$ cat config.mk
export PLATFORM = sky130hd
export DESIGN_NAME = fjq_class_fifo
export DESIGN_NICKNAME = d
export VERILOG_FILES = /design/src/fjq_pkg.sv /design/src/fjq_class_fifo.sv
export SDC_FILE = /design/constraint.sdc
export NUM_CORES = 1
export LEC_CHECK = 0
export ABC_AREA = 1
export BUFFER_PORTS_ARGS = -buffer_cell sky130_fd_sc_hd__buf_4
export CAP_MARGIN = 20
export CORE_MARGIN = 2
export CORE_UTILIZATION = 45
export CTS_CLUSTER_DIAMETER = 30
export DETAILED_ROUTE_END_ITERATION = 12
export HOLD_SLACK_MARGIN = 0.15
export SYNTH_ARGS = -nofsm -noshare
export SYNTH_HDL_FRONTEND = slang
export SYNTH_SLANG_ARGS = --single-unit
$ cat constraint.sdc
create_clock -name clk -period 4.65 [get_ports clk]
set_input_delay 0.2325 -clock clk [delete_from_list [all_inputs] [get_ports clk]]
set_output_delay 0.2325 -clock clk [all_outputs]
set_load 0.02 [all_outputs]
$ cat src/fjq_pkg.sv
// ----------------------------------------------------------------------------
// fjq_pkg
// shared constants, codes, stream layout and control types of the
// four-class priority job queue
// ----------------------------------------------------------------------------
`default_nettype none

package fjq_pkg;

  // parameter defaults
  localparam int DEF_SIZE_LIMIT = 256;
  localparam int DEF_TAG_WIDTH  = 32;

  // configuration register
  localparam int             QSIZE_W     = 9;
  localparam logic [8:0]     QSIZE_RESET = 9'd256;

  // request kinds
  localparam logic REQ_ENQUEUE = 1'b0;
  localparam logic REQ_DEQUEUE = 1'b1;

  // classes
  localparam logic [1:0] CLS_LOW    = 2'd0;
  localparam logic [1:0] CLS_NORMAL = 2'd1;
  localparam logic [1:0] CLS_HIGH   = 2'd2;
  localparam logic [1:0] CLS_URGENT = 2'd3;
  localparam int         NUM_CLASSES = 4;

  // result status codes
  localparam logic [1:0] ST_ENQUEUED = 2'd0;
  localparam logic [1:0] ST_DROPPED  = 2'd1;
  localparam logic [1:0] ST_DEQUEUED = 2'd2;
  localparam logic [1:0] ST_EMPTY    = 2'd3;

  // fixed field widths
  localparam int JOB_TAG_W = 32;
  localparam int TOTAL_W   = 9;
  localparam int COUNT_W   = 32;

  // stream layout
  localparam int IN_TUSER_W  = 3;
  localparam int IN_TDATA_W  = 32;
  localparam int OUT_TUSER_W = 2;
  localparam int OUT_TDATA_W = 112;

  localparam int OUT_TAG_LSB   = 0;
  localparam int OUT_PRIO_LSB  = 32;
  localparam int OUT_TOTAL_LSB = 34;
  localparam int OUT_SUB_LSB   = 43;
  localparam int OUT_DROP_LSB  = 75;
  localparam int OUT_PAD_LSB   = 107;

  // per-class fifo control
  typedef struct packed {
    logic clear;
    logic push;
    logic pop;
  } fjq_fifo_ctl_t;

  // per-class fifo status
  typedef struct packed {
    logic full;
    logic empty;
  } fjq_fifo_sts_t;

  // storage depth of one class for a given maximum size
  function automatic int fjq_class_depth(input int max_size, input int cls);
    int depth;
    case (cls)
      2'd1:    depth = max_size >> 1;
      2'd2:    depth = max_size >> 2;
      default: depth = max_size >> 3;
    endcase
    return depth;
  endfunction

endpackage

`default_nettype wire

$ cat src/fjq_class_fifo.sv
// ----------------------------------------------------------------------------
// fjq_class_fifo
// circular tag fifo of one priority class, wrapping at the configured
// capacity, with registered read data
// ----------------------------------------------------------------------------
`default_nettype none

module fjq_class_fifo #(
  parameter int DEPTH     = 32,
  parameter int CAP_W     = 8,
  parameter int TAG_WIDTH = 32
) (
  input  wire logic                  clk,
  input  wire logic                  rst_n,
  input  wire fjq_pkg::fjq_fifo_ctl_t ctl,
  input  wire logic [CAP_W-1:0]      cap,
  input  wire logic [TAG_WIDTH-1:0]  push_tag,
  output fjq_pkg::fjq_fifo_sts_t     sts,
  output logic [TAG_WIDTH-1:0]       rd_data
);
  import fjq_pkg::*;

  localparam int PTR_W = (DEPTH > 1) ? $clog2(DEPTH) : 1;
  localparam int CNT_W = $clog2(DEPTH + 1);

  logic [PTR_W-1:0]     head_r, head_nxt;
  logic [PTR_W-1:0]     tail_r, tail_nxt;
  logic [CNT_W-1:0]     cnt_r, cnt_nxt;
  logic [TAG_WIDTH-1:0] mem [DEPTH];
  logic [TAG_WIDTH-1:0] rd_data_r;
  logic [CAP_W-1:0]     head_inc, tail_inc;

  // status towards the request logic
  assign sts.full  = (CAP_W'(cnt_r) >= cap);
  assign sts.empty = (cnt_r == '0);
  assign rd_data   = rd_data_r;

  // pointer advance with wrap at capacity
  assign head_inc = CAP_W'(head_r) + CAP_W'(1);
  assign tail_inc = CAP_W'(tail_r) + CAP_W'(1);

  always_comb begin
    head_nxt = head_r;
    tail_nxt = tail_r;
    cnt_nxt  = cnt_r;
    if (ctl.clear) begin
      head_nxt = '0;
      tail_nxt = '0;
      cnt_nxt  = '0;
    end else begin
      if (ctl.push) begin
        tail_nxt = (tail_inc >= cap) ? '0 : tail_inc[PTR_W-1:0];
        cnt_nxt  = cnt_r + CNT_W'(1);
      end
      if (ctl.pop) begin
        head_nxt = (head_inc >= cap) ? '0 : head_inc[PTR_W-1:0];
        cnt_nxt  = cnt_r - CNT_W'(1);
      end
    end
  end

  // pointer and count registers
  always_ff @(posedge clk) begin
    if (!rst_n) begin
      head_r <= '0;
      tail_r <= '0;
      cnt_r  <= '0;
    end else begin
      head_r <= head_nxt;
      tail_r <= tail_nxt;
      cnt_r  <= cnt_nxt;
    end
  end

  // tag storage, one write and one registered read
  always_ff @(posedge clk) begin
    if (ctl.push) begin
      mem[tail_r] <= push_tag;
    end
    if (ctl.pop) begin
      rd_data_r <= mem[head_r];
    end
  end

endmodule

`default_nettype wire

## Yosys cells after proc, flatten, opt, wreduce, memory -nomap -nowiden

Memories as Yosys holds them, arrays and structs flattened. A register that Yosys moved wholly into a read port is not among the register bits.
Cells that the tools add are included.

| operators by class | value |
|---|---|
| $lt $le $gt $ge | 3 |
| shift operators | 0 |
| add/sub/neg operators | 4 |
| bitwise logic cells | 1 |
| div/mod/pow operators | 0 |
| multiply operators | 0 |
| eq/ne operators | 0 |
| mux-type cells | 6 |
| reduce and logical (&&, ||, !) cells | 3 |

Operators by type and width:

| cell | number |
|---|---|
| $ge 6x8->1 | 3 |
| $add 5x1->6 const B | 2 |
| $mux 6 | 2 |
| $mux 5 | 2 |
| $add 6x1->6 const B | 1 |
| $logic_not 6->1 | 1 |
| $sub 6x1->6 const B | 1 |
| $mux 1 | 2 |
| $reduce_bool 2->1 | 1 |
| $reduce_or 2->1 | 1 |
| $not 1->1 | 1 |

| word-level totals | value |
|---|---|
| memory bits (read-only) | 0 |
| word-level logic and storage cells | 21 |
| RAM bits | 1024 |
| memories | 1 |
| latch bits | 0 |
| output and inout bits | 34 |
| bits in registers | 16 |
| input port bits | 45 |

Memory list:

| memory | words | width | rd ports | clocked after Yosys merged registers in | wr ports | line | text |
|---|---|---|---|---|---|---|---|
| mem | 32 | 32 | 1 | 1 | 1 | fjq_class_fifo.sv:29 | `logic [TAG_WIDTH-1:0] mem [DEPTH];` |

## Longest topological paths before layout

Gate-level depths: netlist (run 1).

| depth | value |
|---|---|
| word-level depth | 3 |
| mapped depth | 16 |
| gate-level depth less buffers | 12 |

## Worst setup path after synthesis (run 1)

Ideal clock, no wire load.

| timing path | value |
|---|---|
| path kind | register to register |
| from | register tail_r[0] |
| to | memory mem[31][0] (enable) |
| cell stages (with the launch flop) | 4 |
| setup slack | 2.067 ns |
| required time | 4.229 ns |
| period minus slack after synthesis | 2.583 ns |
| setup time | 0.421 ns |
| data arrival time | 2.162 ns |
| path buffers | 0 |
| cells stage by stage | dfxtp_1 > ha_1 > nand2_1 > nor2_1 |

RTL lines:

| what | line | text |
|---|---|---|
| from (decl) | fjq_class_fifo.sv:27 | `logic [PTR_W-1:0] tail_r, tail_nxt;` |
| from (signal assigned) | fjq_class_fifo.sv:70 | `tail_r <= tail_nxt;` |
| to (decl) | fjq_class_fifo.sv:29 |  |

No word-level cell before the write port.

## Worst setup path after layout (run 1)

| timing path | value |
|---|---|
| from | register head_r[3] |
| to | register head_r[3] |

| on the way | value |
|---|---|
| longest elaborated chain between the ends | 3 |

RTL lines:

| what | line | text |
|---|---|---|
| from (decl) | fjq_class_fifo.sv:26 | `logic [PTR_W-1:0] head_r, head_nxt;` |
| from (signal assigned) | fjq_class_fifo.sv:69 | `head_r <= head_nxt;` |
| $add 5x1->6 * | fjq_class_fifo.sv:39 | `assign head_inc = CAP_W'(head_r) + CAP_W'(1);` |
| $ge 6x8->1 | fjq_class_fifo.sv:56 | `head_nxt = (head_inc >= cap) ? '0 : head_inc[PTR_W-1:0];` |
| $mux 5 * | fjq_class_fifo.sv:56 |  |

Mark *: on every way between the ends. The rest lies on a longest branch, timed or not.
A chain may end at the register's enable or synchronous reset.

==> reports/results.tsv, run 1 <==
metric	value	unit
vias	32300	
crit_arrival	3.71	ns
synth_edf_count	1056	
track_usage	24.6	%
design_area	0.0573	mm2
cts_resized	0	
cp_slowest_cell	clkinv_2	
firstDrtPassIters	6	
synthDistinctLibCells	27	
async_reset_ff_share	0	%
dpl-instance-area	0.0492	mm2
peakVddDrop	0.000358	V
fillers	8838	
synth_ff_type	edfxtp_1	
htree_levels	4	
synth_nets	4716	
num_rows	118	
yosys_warnings	0	
num_io_pins	79	
path_common_cell	nand2_1	
cp-start-kind	flip-flop	
crit_chain	clkinv_2, nand2_1, nand2_1, inv_2, ha_1, nand2_1, inv_1, nand2_1, nand2_1, nand2_1, nand4_1, a21oi_1	
synth_xor_area_share	0.111	%
p_int	22.0	mW
post-dp-hpwl	72700	um
hold_ws	0.211	ns
clock-sinks	1072	
min_path_type	input port to flip-flop	
clk_root_buffer_cell	clkbuf_16	
setup_viol	0	
worst-slew-pin-transition	0.994	ns
core_area	0.104	mm2
layout_commonest_cell	nand2_1	
crit_path_end_kind	flip-flop	
io_buffers	78	
power.switching	6.16	mW
hp-start	cap[7]	
finalCriticalPeriod	2.99	ns
seqPwrFrac	38.4	%
dieHeight	328	um
layout_common_cells	nand2_1, edfxtp_1, inv_1	
syn_area_per_cell	10.2	um2
yosys.area_share.adder	0.757	%
clock_path_buffers	3	
cts.clk_slew.worst_paths	0.05	ns
routed.top_layer	met4	
wl	132000	um
drtAntennaViolNets	0	
clk_latency	0.80	ns
synth_top_family_by_area	simple AND/OR/NAND/NOR gates	
synth-simple-area-share	21.5	%
crit_family	buffers and inverters	
synth_seq_cells	1072	
cts_tree	yes	
gr-total-overflow	0	
power.total	28.2	mW
viasPerCell	5.05	
die_area	0.108	mm2
fin_worst_skew	0.0435	ns
drive_above_1_share	10.8	%
die-width	328	um
met1_length	54800	um
route.detailed.drc	0	
worst_path_largest_cell_delay	0.87	ns
grt_pass1_wl	197000	um
synth-seq-area-share	67.8	%
cts_setup_buffers	0	
muxShareOfSynthArea	0	%
rr_startpoint	head_r[3]	
place.gp.congestion	0.853	
fmax	334	MHz
synth_compound_area_share	0.762	%
min_period_over_period	64.4	%
synthCells	4643	
rsz0062_at_grt	no	
setup.worst_path.start	head_r[3]	
slew_viol_final	0	
antenna_found_initial	4	
synth_area	0.0473	mm2
fin_util	55.2	%
post_drt_wl_per_cell	20.6	um
grt_max_degree	197	
clkPwrFrac	57.1	%
swShare	21.9	%
fin_nets	4891	
numCtsBuffers	220	
critPathMaxFanout	44	
grt_pass1_vias	31200	
status	completed	
initial_utilization	45.5	%
area_growth_syn_to_layout	21.3	%
crit_type	flip-flop to flip-flop	
drt_iter0_drc	3179	
slew_headroom	33.6	%
powerDensity	491	mW/mm2
cp_num_buf_inv	3	
setup_tns	0	ns
critPathRequiredTime	5.36	ns
wl_met2	63300	um
power_frac_comb	4.5	%
p_leak	24.5	nW
hold_viol	0	
dr_wl_met3	8920	um
drv_cap	0	
## worst min-delay path, delay by kind of cell
family | cells | cell delay (ns)
buf+inv | 2 | 0.10
simple gates | 4 | 0.50
compound gates | 1 | 0.12
## synth_stat cells, types with 20 or more instances
library cell	number	share of area (%)
buf_2	109	1.2
or2_0	82	1.1
inv_1	805	6.4
nand3_1	621	6.6
buf_4	29	0.46
buf_6	20	0.48
ha_1	27	0.71
a21oi_1	21	0.22
o21ai_1	27	0.29
edfxtp_1	1056	67
nor2_1	81	0.64
clkbuf_1	53	0.42
o21ai_0	24	0.25
nand2_1	1613	13
## cell type report
type                       instances  area [um2]  area share, %
tap                             1380        1730           3.01
antenna                            2        5.00        0.00873
sequential                      1072       32000           55.9
inverter                         809        3060           5.33
multi-input combinational       2535       11200           19.5
timing repair buffer             180        1600           2.78
clock buffer                     247        5650           9.85
clock inverter                   165        2060           3.59
## state kept, by name (all words and copies together), names as in the netlist
register / flops
rd_data: 32
tail_r: 5
cnt_r: 6
head_r: 5
mem: 1024
## routing by layer
layer	up-vias	track usage (%)
met1	15500	32.5
met3	239	4.21
met5	-	0
met2	1157	40.6
li1	15300	-
met4	0	9.54
## logic make-up (layout without fill, tap and decap cells)
logic type | Yosys count | after routing
xor gates and xnor gates | 6 | 6
other | 0 | 2
and+or+nand+nor | 2429 | 2429
adders and majority gates | 28 | 28
AOI/OAI and AO/OA | 72 | 72
DFF | 1072 | 1072
buffers and inverters | 1036 | 1401
## power groups by stage
stage	clock (mW)	sequential [mW]	combinational, mW
2_1_floorplan	0	11.0	0.669
3_3_place_gp	0	11.0	1.24
3_5_place_dp	0	11.0	1.25
4_1_cts	16.2	10.8	1.29
5_1_grt	16.7	10.8	1.40
6_report	16.1	10.8	1.28
## through the flow
step,cells,setup WS [ns]
global route,6388,1.44
detailed placement,5938,1.71
finish,6390,1.66
CTS,6388,1.69
floorplan,4643,2.07
global placement,5936,1.61
## repair_timing
action                                  4_1_cts  5_1_grt
endpoints found under the hold margin      1072        0
endpoints found under the setup margin        0        0
hold buffers                                 38        0
## path summary, 6_finish.rpt
check / end / slack [ns] / cells after the start
setup / recovery: head_r[3] / 1.66 / 12
hold / removal: tail_r[0] / 0.21 / 7
setup reg to reg: head_r[3] / 1.66 / 12
hold reg to reg: cnt_r[0] / 0.51 / 1
Note: power is estimated with default switching activity, not from simulation.
==> inputs of run 2 (changes only) <==
--- a/config.mk
+++ b/config.mk
@@ -5,7 +5,7 @@
 export SDC_FILE = /design/constraint.sdc
 export NUM_CORES = 1
 export LEC_CHECK = 0
-export ABC_AREA = 1
+export ABC_AREA = 0
 export BUFFER_PORTS_ARGS = -buffer_cell sky130_fd_sc_hd__buf_4
 export CAP_MARGIN = 20
 export CORE_MARGIN = 2
==> constraint.sdc (replaced) <==
create_clock -name clk -period 2.6 [get_ports clk]
set_input_delay 0.13 -clock clk [delete_from_list [all_inputs] [get_ports clk]]
set_output_delay 0.13 -clock clk [all_outputs]
set_load 0.02 [all_outputs]
==> reports/results.tsv, run 2 <==
metric	value	unit	change
seqPwrFrac	42.4	%	+4.0 points
min_path_type	input port to flip-flop		
core_area	0.0917	mm2	-12%
grt_pass1_wl	155000	um	-21%
numCtsBuffers	193		-12%
swShare	20.9	%	-1.0 points
crit_chain	inv_2, ha_1, nand2b_1, a21o_1, a21o_1, a21oi_1, o21ai_0, buf_4		
synth_nets	2191		-54%
synthTopCellsByCount	edfxtp_1, mux2i_1, a22oi_1, mux4_2, a21oi_1		
slew_viol_final	0		unchanged
path_common_cell	a21o_1		
die_area	0.0949	mm2	-12%
cts_setup_buffers	0		unchanged
htree_levels	4		unchanged
cp_slowest_cell	dfxtp_4		
rsz0062_at_grt	no		
critPathMaxFanout	4		-91%
status	completed		
synth_area	0.0416	mm2	-12%
grt_max_degree	59		-70%
setup.worst_path.start	cnt_r[0]		
die-width	308	um	-6.1%
critPathRequiredTime	2.47	ns	-2.89 ns
slew_headroom	36.1	%	+2.5 points
crit_family	compound AO/OA/AOI/OAI gates		
layout_commonest_cell	edfxtp_1		
yosysMostFrequentCell	edfxtp_1		
cp.depth	8		-4
synth_xor_area_share	0.189	%	+0.078 points
fin_nets	2521		-48%
fin_util	56.7	%	+1.4 points
min_period_over_period	94.4	%	
synth_edf_count	1056		unchanged
post-dp-hpwl	57400	um	-21%
post_drt_wl_per_cell	28.1	um	+36%
track_usage	22.9	%	-1.7 points
power.total	45.2	mW	+61%
crit_type	flip-flop to output pin		
cts.clk_slew.worst_paths	0.04	ns	about the same
fmax	407	MHz	
powerDensity	871	mW/mm2	+77%
power_frac_comb	2.4	%	-2.1 points
clock-sinks	1072		unchanged
yosys.area_share.adder	0.860	%	+0.10 points
cts_tree	yes		
synthCells	2118		-54%
num_rows	111		-5.9%
clkPwrFrac	55.1	%	-2.0 points
yosys_warnings	0		unchanged
hold_viol	0		unchanged
fin_cells	3798		-41%
synth_top_family_by_area	multiplexers		
drtAntennaViolNets	0		unchanged
peakVddDrop	0.000569	V	+59%
drt_iter0_drc	2120		-33%
r2r_slack	0.25	ns	-1.41 ns
synth_ff_type	edfxtp_1		
crit_arrival	2.33	ns	-1.38 ns
firstDrtPassIters	5		-1
synth_seq_cells	1072		unchanged
synth_area_leaders	edfxtp_1, mux4_2, mux2i_1		
synthDistinctLibCells	44		+63%
muxShareOfSynthArea	13.2	%	+13 points
setup_viol	0		unchanged
drive_above_1_share	26.9	%	+16 points
rr_worst_depth	9		-3
worst_path_largest_cell_delay	0.36	ns	-0.51 ns
drv_cap	0		unchanged
antenna_found_initial	2		-2
synth-simple-area-share	3.40	%	-18 points
area_growth_syn_to_layout	24.9	%	
cp-start-kind	flip-flop		
syn_area_per_cell	19.6	um2	+93%
largest_reg_flops	1024		unchanged
power.switching	9.44	mW	+53%
clock_path_buffers	3		unchanged
synth-seq-area-share	77.0	%	+9.2 points
regMostFlops	mem		
yosys.area.top_type	edfxtp_1		
gr-total-overflow	0		unchanged
async_reset_ff_share	0	%	unchanged
num_io_pins	79		unchanged
p_leak	16.5	nW	-33%
vias	22100		-31%
wl	107000	um	-19%
finalCriticalPeriod	2.46	ns	
fin_worst_skew	0.0302	ns	-0.0133 ns
initial_utilization	45.4	%	-0.15 points
crit_path_end_kind	output pin		
place_inst	3399		-43%
rr_startpoint	tail_r[1]		
diodes	0		-2
r2r_end	tail_r[0]		
place.gp.congestion	0.764		-11%
synth_top_area_share	76.2	%	+9.1 points
synth_compound_area_share	3.71	%	+2.9 points
layout_common_cells	edfxtp_1, mux2i_1, clkbuf_16		
clk_latency	0.77	ns	-0.03 ns
grt_pass1_vias	22800		-27%
cp_num_buf_inv	2		-1
clk_root_buffer_cell	clkbuf_16		
dieHeight	308	um	-6.1%
route.detailed.drc	0		unchanged
crit_end	sts[1]		
p_int	35.8	mW	+63%
io_buffers	78		unchanged
worst-slew-pin-transition	0.959	ns	-0.0347 ns
viasPerCell	5.82		+15%
-- run 2: kinds of logic after synthesis --
| group | count (synthesis) |
|---|---|
| xor gates and xnor gates | 9 |
| buffers and inverters | 126 |
| muxes | 387 |
| DFF | 1072 |
| and+or+nand+nor | 263 |
| adders and majority gates | 28 |
| AOI/OAI and AO/OA | 233 |
-- run 2: power by group through the flow --
stage	logic (mW)	registers, mW	clock network [mW]
after detailed placement	1.05	19.5	0
after global routing	1.19	19.2	26.1
final	1.10	19.2	24.9
after CTS	1.11	19.2	25.3
after global placement	1.02	19.5	0
after floorplan	0.450	19.5	0
-- run 2: worst reg2reg max path: cells and delay by family, from the launching register on --
kind / cells / cell delay, ns
adders and majority gates: 2 / 0.51
and+or+nand+nor: 2 / 0.35
muxes: 1 / 0.27
xor gates and xnor gates: 1 / 0.26
AOI/OAI and AO/OA: 3 / 0.45
DFF: 1 / 0.40
-- run 2: through the flow --
| step | setup TNS, ns | worst slack, ns | hold slack (ns) | cell area, um2 |
|---|---|---|---|---|
| 6_report | 0 | 0.145 | 0.211 | 51900 |
| 5_1_grt | 0 | 0.0143 | 0.286 | 51900 |
| 4_1_cts | 0 | 0.0492 | 0.156 | 51900 |
| 3_5_place_dp | 0 | 0.221 | 0.498 | 44900 |
| 3_3_place_gp | 0 | 0.287 | 0.483 | 44900 |
| 2_1_floorplan | -61.08 | -0.254 | 0.229 | 41600 |
-- run 2: metal layers --
layer	wire, um	global-route usage [%]	part of all wire, %	vias to the layer above
met5	12	0	0.011	-
met4	2500	7.65	2.3	2
li1	-	-	-	9417
met2	54500	38.9	51	789
met3	6040	3.84	5.7	190
met1	43600	30.0	41	11700
-- run 2: repair_timing --
item | CTS | global route
gates resized for setup | 1 | 3
cloned | 0 | 0
hold endpoints to repair | 1040 | 0
setup endpoints to repair | 1 | 2
hold buffers | 40 | 0
-- run 2: worst min-delay path by stage --
stage                      startpoint        end  slack, ns  cells after the start
after floorplan           push_tag[0]  mem[0][0]       0.23                      0
after global placement       cnt_r[3]   cnt_r[3]       0.48                      2
after detailed placement     cnt_r[3]   cnt_r[3]       0.50                      2
after CTS                      cap[0]  head_r[4]       0.16                      7
after global routing           cap[0]  head_r[4]       0.29                      7
final                          cap[0]  head_r[4]       0.21                      7
-- run 2: area by class of cell --
class / count / area, um2
clock inverters: 143 / 1660
repair buffers: 249 / 2610
inverters: 12 / 45.0
multi-input cells: 920 / 9160
fillers: 6793 / 39700
well taps: 1186 / 1480
clock buffers: 216 / 4960
flip-flops and latches: 1072 / 32000
